--- src/rtl/core/assert_macros.svh ---
// ----------------------------------------------------------------------------
// assert_macros.svh
// Concurrent assertion helpers shared by the RTL.
// ----------------------------------------------------------------------------
`ifndef ASSERT_MACROS_SVH
`define ASSERT_MACROS_SVH

// Check a property at every rising edge outside of reset.
`define ASSERT_CLK(label, clk, rst, prop) \
  label: assert property (@(posedge clk) disable iff (rst) (prop)) \
    else $error("assertion failed");

// Check that a condition never holds outside of reset.
`define ASSERT_NEVER(label, clk, rst, cond) \
  label: assert property (@(posedge clk) disable iff (rst) !(cond)) \
    else $error("forbidden condition seen");

`endif

--- src/rtl/core/sipq_pkg.sv ---
`timescale 1ns / 1ps
// ----------------------------------------------------------------------------
// sipq_pkg
// Types and codes of the sorted insertion priority queue.
// ----------------------------------------------------------------------------
package sipq_pkg;

  typedef struct packed {
    logic [15:0] prio;
    logic [7:0]  target;
    logic [7:0]  user;
  } entry_t;

  typedef enum logic [1:0] {
    STAT_OK    = 2'd0,
    STAT_FULL  = 2'd1,
    STAT_EMPTY = 2'd2
  } status_t;

  typedef enum logic {
    CMD_ENQ = 1'b0,
    CMD_DEQ = 1'b1
  } cmd_t;

  localparam int CAP_W = 5;

endpackage

--- src/rtl/core/sipq_ram.sv ---
`timescale 1ns / 1ps
// ----------------------------------------------------------------------------
// sipq_ram
// Entry store: one write port, one read port with registered read data.
// ----------------------------------------------------------------------------
module sipq_ram
  import sipq_pkg::*;
#(
  parameter int DEPTH = 16,
  parameter int IDX_W = 4
) (
  input  logic             clk,
  input  logic             wr_en,
  input  logic [IDX_W-1:0] wr_addr,
  input  entry_t           wr_data,
  input  logic             rd_en,
  input  logic [IDX_W-1:0] rd_addr,
  output entry_t           rd_data
);

  entry_t mem [DEPTH];

  always_ff @(posedge clk) begin
    if (wr_en) begin
      mem[wr_addr] <= wr_data;
    end
    if (rd_en) begin
      rd_data <= mem[rd_addr];
    end
  end

endmodule

--- src/rtl/core/sorted_insert_priority_queue_top.sv ---
`timescale 1ns / 1ps
// ----------------------------------------------------------------------------
// sorted_insert_priority_queue_top
// Priority queue kept sorted in a ring of entries by descending priority.
// ----------------------------------------------------------------------------
// One request is worked on at a time. A dequeue reads the head entry at
// transfer, takes it into the result in S_DQD and loads it out in S_DONE. An
// enqueue walks from the tail toward the head, one stored entry at a time (a
// store read, then a priority compare and a shift write), and stops when it
// reaches the head or an entry of equal or higher priority; the single read
// port of the entry store makes the read and the compare separate steps.
// Rejected requests (enqueue when full, dequeue when empty) go straight to the
// result. A finished result sits in the output register until taken, and the
// next request is taken once that result has been loaded there. Writing
// capacity empties the queue.
// ----------------------------------------------------------------------------
`include "assert_macros.svh"

module sorted_insert_priority_queue_top
  import sipq_pkg::*;
#(
  parameter int DEPTH = 16
) (
  input  logic        clk,
  input  logic        rst,
  input  logic        cfg_we,
  input  logic [4:0]  cfg_data,     // capacity
  input  logic        s_tvalid,
  output logic        s_tready,
  input  logic [31:0] s_tdata,      // in_user, in_target, in_priority
  input  logic        s_tuser,      // cmd
  output logic        m_tvalid,
  input  logic        m_tready,
  output logic [39:0] m_tdata,      // out_user, out_target, out_priority, status, occupancy
  output logic        m_tuser       // out_valid
);

  localparam int IDX_W   = $clog2(DEPTH);
  localparam int CAP_MAX = (DEPTH < 31) ? DEPTH : 31;

  typedef enum logic [2:0] {
    S_IDLE,
    S_RD,
    S_CMP,
    S_PUT,
    S_DQD,
    S_DONE
  } state_t;

  state_t           state;
  logic [CAP_W-1:0] cap;
  logic [IDX_W-1:0] cap_m1;
  logic [IDX_W-1:0] head;
  logic [IDX_W-1:0] tail;
  logic [CAP_W-1:0] count;
  logic [IDX_W-1:0] pos;
  entry_t           ins;
  entry_t           res_entry;
  logic             res_valid;
  status_t          res_status;

  logic             accept;
  logic [IDX_W-1:0] pos_prev;
  logic [IDX_W-1:0] tail_adv;
  logic [IDX_W-1:0] head_adv;
  logic [IDX_W-1:0] slot;
  logic             shift;
  logic [31:0]      cap_v;
  logic             ram_we;
  logic [IDX_W-1:0] ram_waddr;
  entry_t           ram_wdata;
  logic             ram_re;
  logic [IDX_W-1:0] ram_raddr;
  entry_t           ram_rdata;

  assign s_tready = (state == S_IDLE);
  assign accept   = s_tvalid && s_tready;

  assign pos_prev = (pos == '0) ? cap_m1 : pos - 1'b1;
  assign tail_adv = (tail == cap_m1) ? '0 : tail + 1'b1;
  assign head_adv = (head == cap_m1) ? '0 : head + 1'b1;
  assign slot     = (count == '0) ? '0 : tail_adv;
  assign shift    = ins.prio > ram_rdata.prio;

  always_comb begin
    cap_v = (cfg_data == '0) ? 32'd1 : {27'd0, cfg_data};
    if (cap_v > 32'(CAP_MAX)) begin
      cap_v = 32'(CAP_MAX);
    end
  end

  always_comb begin
    ram_we    = ((state == S_CMP) && shift) || (state == S_PUT);
    ram_waddr = pos;
    ram_wdata = (state == S_PUT) ? ins : ram_rdata;
    ram_re    = (state == S_RD) || (accept && (s_tuser == CMD_DEQ));
    ram_raddr = (state == S_RD) ? pos_prev : head;
  end

  sipq_ram #(
    .DEPTH (DEPTH),
    .IDX_W (IDX_W)
  ) u_ram (
    .clk     (clk),
    .wr_en   (ram_we),
    .wr_addr (ram_waddr),
    .wr_data (ram_wdata),
    .rd_en   (ram_re),
    .rd_addr (ram_raddr),
    .rd_data (ram_rdata)
  );

  always_ff @(posedge clk) begin
    if (rst) begin
      state    <= S_IDLE;
      cap      <= CAP_W'(CAP_MAX);
      cap_m1   <= IDX_W'(CAP_MAX - 1);
      head     <= '0;
      tail     <= '0;
      count    <= '0;
      m_tvalid <= 1'b0;
    end else begin
      if (m_tready && (state != S_DONE)) begin
        m_tvalid <= 1'b0;
      end
      unique case (state)
        S_IDLE: begin
          if (accept) begin
            res_valid <= 1'b0;
            if (s_tuser == CMD_ENQ) begin
              if (count >= cap) begin
                res_status <= STAT_FULL;
                state      <= S_DONE;
              end else begin
                res_status <= STAT_OK;
                tail  <= slot;
                count <= count + 1'b1;
                pos   <= slot;
                ins   <= s_tdata;
                if (count == '0) begin
                  head  <= '0;
                  state <= S_PUT;
                end else if (slot == head) begin
                  state <= S_PUT;
                end else begin
                  state <= S_RD;
                end
              end
            end else begin
              if (count == '0) begin
                res_status <= STAT_EMPTY;
                state      <= S_DONE;
              end else begin
                res_status <= STAT_OK;
                state      <= S_DQD;
              end
            end
          end
        end
        S_RD: begin
          state <= S_CMP;
        end
        S_CMP: begin
          if (shift) begin
            pos   <= pos_prev;
            state <= (pos_prev == head) ? S_PUT : S_RD;
          end else begin
            state <= S_PUT;
          end
        end
        S_PUT: begin
          state <= S_DONE;
        end
        S_DQD: begin
          res_entry <= ram_rdata;
          res_valid <= 1'b1;
          count     <= count - 1'b1;
          if (count == CAP_W'(1)) begin
            head <= '0;
            tail <= '0;
          end else begin
            head <= head_adv;
          end
          state <= S_DONE;
        end
        S_DONE: begin
          if (!m_tvalid || m_tready) begin
            m_tvalid <= 1'b1;
            m_tuser  <= res_valid;
            m_tdata  <= {1'b0, count, res_status, res_valid ? res_entry : entry_t'('0)};
            state    <= S_IDLE;
          end
        end
        default: begin
          state <= S_IDLE;
        end
      endcase
      if (cfg_we) begin
        cap    <= cap_v[CAP_W-1:0];
        cap_m1 <= IDX_W'(cap_v - 32'd1);
        head   <= '0;
        tail   <= '0;
        count  <= '0;
      end
    end
  end

  `ASSERT_NEVER(a_count_le_cap, clk, rst, count > cap)
  `ASSERT_CLK(a_empty_at_zero, clk, rst, (count == '0) |-> ((head == '0) && (tail == '0)))
  `ASSERT_CLK(a_one_at_a_time, clk, rst, accept |=> !s_tready)
  `ASSERT_CLK(a_entry_ok, clk, rst, (m_tvalid && m_tuser) |-> (m_tdata[33:32] == STAT_OK))

endmodule

--- config.mk ---
export PLATFORM = sky130hd
export DESIGN_NAME = sorted_insert_priority_queue_top
export DESIGN_NICKNAME = d
export VERILOG_FILES = /design/src/rtl/core/sipq_pkg.sv /design/src/rtl/core/sipq_ram.sv /design/src/rtl/core/sorted_insert_priority_queue_top.sv
export VERILOG_INCLUDE_DIRS = /design/src /design/src/rtl/core
export SDC_FILE = /design/constraint.sdc
export NUM_CORES = 1
export LEC_CHECK = 0
export BUFFER_PORTS_ARGS = -buffer_cell sky130_fd_sc_hd__buf_2
export CORE_ASPECT_RATIO = 1.25
export CORE_MARGIN = 4
export CORE_UTILIZATION = 60
export CTS_CLUSTER_SIZE = 10
export DETAILED_ROUTE_END_ITERATION = 10
export PLACE_DENSITY = 0.83
export SLEW_MARGIN = 20
export SYNTH_ARGS = -nofsm -noshare
export SYNTH_HDL_FRONTEND = slang
export SYNTH_SLANG_ARGS = --single-unit
--- constraint.sdc ---
create_clock -name clk -period 14.5 [get_ports clk]
set_clock_uncertainty 0.15 [all_clocks]
set_input_delay 1.45 -clock clk [delete_from_list [all_inputs] [get_ports clk]]
set_output_delay 1.45 -clock clk [all_outputs]
set_load 0.02 [all_outputs]
==> out/metrics.yaml <==
syn_nets: 1542
pre_antenna_drt_iters: 7
grt_resource_usage_total: 0.268
final_cell_mix: "sky130_fd_sc_hd__edfxtp_1, sky130_fd_sc_hd__nand2_1, sky130_fd_sc_hd__mux4_2, sky130_fd_sc_hd__buf_2, sky130_fd_sc_hd__clkbuf_16"
power.switching_w: 0.00139
synth_area_per_cell_um2: 18.2
route.detailed.vias_per_inst: 6.72
worst_hold_path_type: "register to register"
final-instance-count-excl-fill: 2186
cts_tree: "yes"
async_flop_share: 0
via_count: 14700
cts.repair.resized: 0
antennaDiodeCount: 0
initial_core_util: 0.606
p_comb_frac: 0.184
clockPowerShare: 0.326
num-nets-final: 1679
routed_wl_um: 64100
number_of_storage_elements_in_the_synthesis_netlist: 681
route.antenna.remaining_nets: 0
report.final.setup_viol: 0
synth_ff_type: "sky130_fd_sc_hd__edfxtp_1"
final-max-slew-violation-count: 0
cts.reportedPaths.clkPinSlew_ns: 0.06
total_power_w: 0.00516
rsz_0062_raised_after_global_routing: "false"
seqPwrFrac: 0.489
synth_edf_count: 655
post_cts.repair.setup_buffers: 0
fin_setup_tns_ns: 0
clock-root-buffer: "sky130_fd_sc_hd__clkbuf_16"
min_cycle_time_layout_ns: 5.19
clock.fmax_mhz: 193
design.die.area_um2: 48000
p_leak_nw: 10.1
clk_latency_ns: 0.60
drv_cap: 0
cts.path.max_buffers: 3
hold_viol_final: 0
remaining_drc_errors: 0
fp.dieW_um: 197
switching_share: 0.270
grt_antenna_before_repair: 1
placed_cells: 2095
clock_sinks: 681
timing.critical_path.to_type: "register"
ff_latch_area_um2: 20200
tritoncts.num_buffers: 78
grt_pass1_wl_um: 94900
post_synthesis_instance_total: 1466
core.rowCount: 86
yosysTopAreaCell: "sky130_fd_sc_hd__edfxtp_1"
io_buffers: 84
flow.area_growth_from_synthesis_pct: 12.7
initial_drc_count: 1775
largest_net_degree_at_the_start_of_global_routing: 62
wire_per_inst_um: 29.3
first_global_vias: 15200
gpl.final_weighted_congestion: 0.828
synth.top_cells.by_area: "sky130_fd_sc_hd__edfxtp_1, sky130_fd_sc_hd__mux4_2, sky130_fd_sc_hd__nand2_1"
yosysSeqAreaShare: 0.756
multi_input_combinational_cell_area_um2: 6250
post_route_cells_drive_above_1_share: 0.232
synth.lib_cells_used.distinct: 60
worstPathRequired_ns: 14.68
critPathMaxFanout: 51
timing_worst_slew_pin_value_ns: 0.947
fillerInstances: 2598
ir_drop_uv: 134
yosys_warnings: 0
crit_type: "register to register"
dpl.hpwl_um: 31200
power-per-cell-area_nw_per_um2: 171
layout.cells.most_common: "sky130_fd_sc_hd__edfxtp_1"
htree_levels: 3
fin_crit_sh: 0.358
worst_slew_margin_rel: 0.369
io-pin-count: 86
run_status: "completed"
grt_overflow_total: 0
synth_top_cell_area_share: 0.736
critPathLaunchType: "register"
die_y_um: 244
core_ar_um2: 44100
finish.utilization: 0.682
critical_path_arrival_ns: 5.37
internal_power_w: 0.00377
synthesis.area_um2: 26700
cts_hold_buf: 0
==> worst max-delay path, cell delays in order, from the launching register on <==
cell                       delay (ns)
sky130_fd_sc_hd__edfxtp_1        0.49
sky130_fd_sc_hd__inv_1           0.16
sky130_fd_sc_hd__ha_1            0.28
sky130_fd_sc_hd__nor4b_2         0.32
sky130_fd_sc_hd__a211oi_2        0.12
sky130_fd_sc_hd__a21oi_4         0.64
sky130_fd_sc_hd__buf_4           0.85
sky130_fd_sc_hd__buf_4           0.77
sky130_fd_sc_hd__mux4_2          0.61
sky130_fd_sc_hd__a221oi_1        0.34
sky130_fd_sc_hd__nand2_1         0.10
==> final timing paths <==
path | endpoint | slack (ns) | start | cells after the start
worst max-delay path | u_ram.rd_data[7] | 9.31 | pos[0] | 10
worst min-delay path | m_tdata[33] | 0.29 | res_status[1] | 0
worst max register to register | u_ram.rd_data[7] | 9.31 | pos[0] | 10
worst min register to register | m_tdata[33] | 0.29 | res_status[1] | 0
==> sequential cells by signal, indices dropped and copies added (netlist names) <==
register,count
tail,4
m_tvalid,1
u_ram.rd_data,32
cap_m1,4
state,3
u_ram.mem,512
res_status,2
m_tdata,39
m_tuser,1
res_entry,32
cap,5
ins,32
pos,4
res_valid,1
head,4
count,5
==> cell usage after synthesis (all sizes together), types with 2 or more instances <==
cell type and number:
nor2 37, a22o 2, nand4 6, nor2b 2, a211oi 3, or3b 2, nor3 14, nand3 7
or3 5, clkbuf 38, nor3b 4, inv 33, and4 2, o21ai 32, nor4 2, a31oi 4
and2 34, a32oi 2, nor4b 3, dfxtp 26, a21oi 58, o21bai 2, nand2 151, o211ai 3
mux4 97, xor2 5, mux2 17, edfxtp 655, a21o 8, o31ai 2, a221oi 63, mux2i 35
and3 5, buf 34, xnor2 17, ha 33, nand2b 8
==> layout make-up <==
type / instances / area share
repair buffers: 129 / 0.0252
well taps: 572 / 0.0238
clock buffers: 84 / 0.0666
clock inverters: 7 / 0.00195
multi-input cells: 680 / 0.208
flip-flops and latches: 681 / 0.671
inverters: 33 / 0.00412
==> power by group through the flow <==
| stage | Clock, W | Sequential, W | Combinational [W] |
|---|---|---|---|
| floorplan | 0 | 0.00254 | 0.000643 |
| global placement | 0 | 0.00256 | 0.000870 |
| detailed placement | 0 | 0.00256 | 0.000920 |
| CTS | 0.00170 | 0.00252 | 0.000941 |
| global route | 0.00179 | 0.00253 | 0.00102 |
| finish | 0.00168 | 0.00253 | 0.000951 |
==> per-stage QoR <==
step           cell area, um^2  hold slack [ns]  setup WS [ns]
2_1_floorplan            26700            0.250           8.36
3_3_place_gp             28000            0.273           9.57
3_5_place_dp             28000            0.272           9.30
4_1_cts                  30100            0.285           9.25
5_1_grt                  30100            0.297           8.90
6_report                 30100            0.285           9.31
==> kinds of logic after synthesis <==
group	count (synthesis)	share of synthesized area
AND/OR/NAND/NOR	286	0.0498
adder cells (fa/ha/maj)	33	0.0155
AO/OA/AOI/OAI	189	0.0513
multiplexers	149	0.102
flip-flops	681	0.756
buffers and inverters	105	0.0184
XOR/XNOR	22	0.00721
other	1	0.000140
==> metal layers <==
layer | share of wire | vias up | global-route usage
met5 | 0 | - | 0
met4 | 0.036 | 0 | 0.104
met3 | 0.11 | 175 | 0.0544
met1 | 0.34 | 7388 | 0.342
met2 | 0.51 | 1068 | 0.457
li1 | - | 6064 | -
Note: power is estimated with default switching activity, not from simulation.
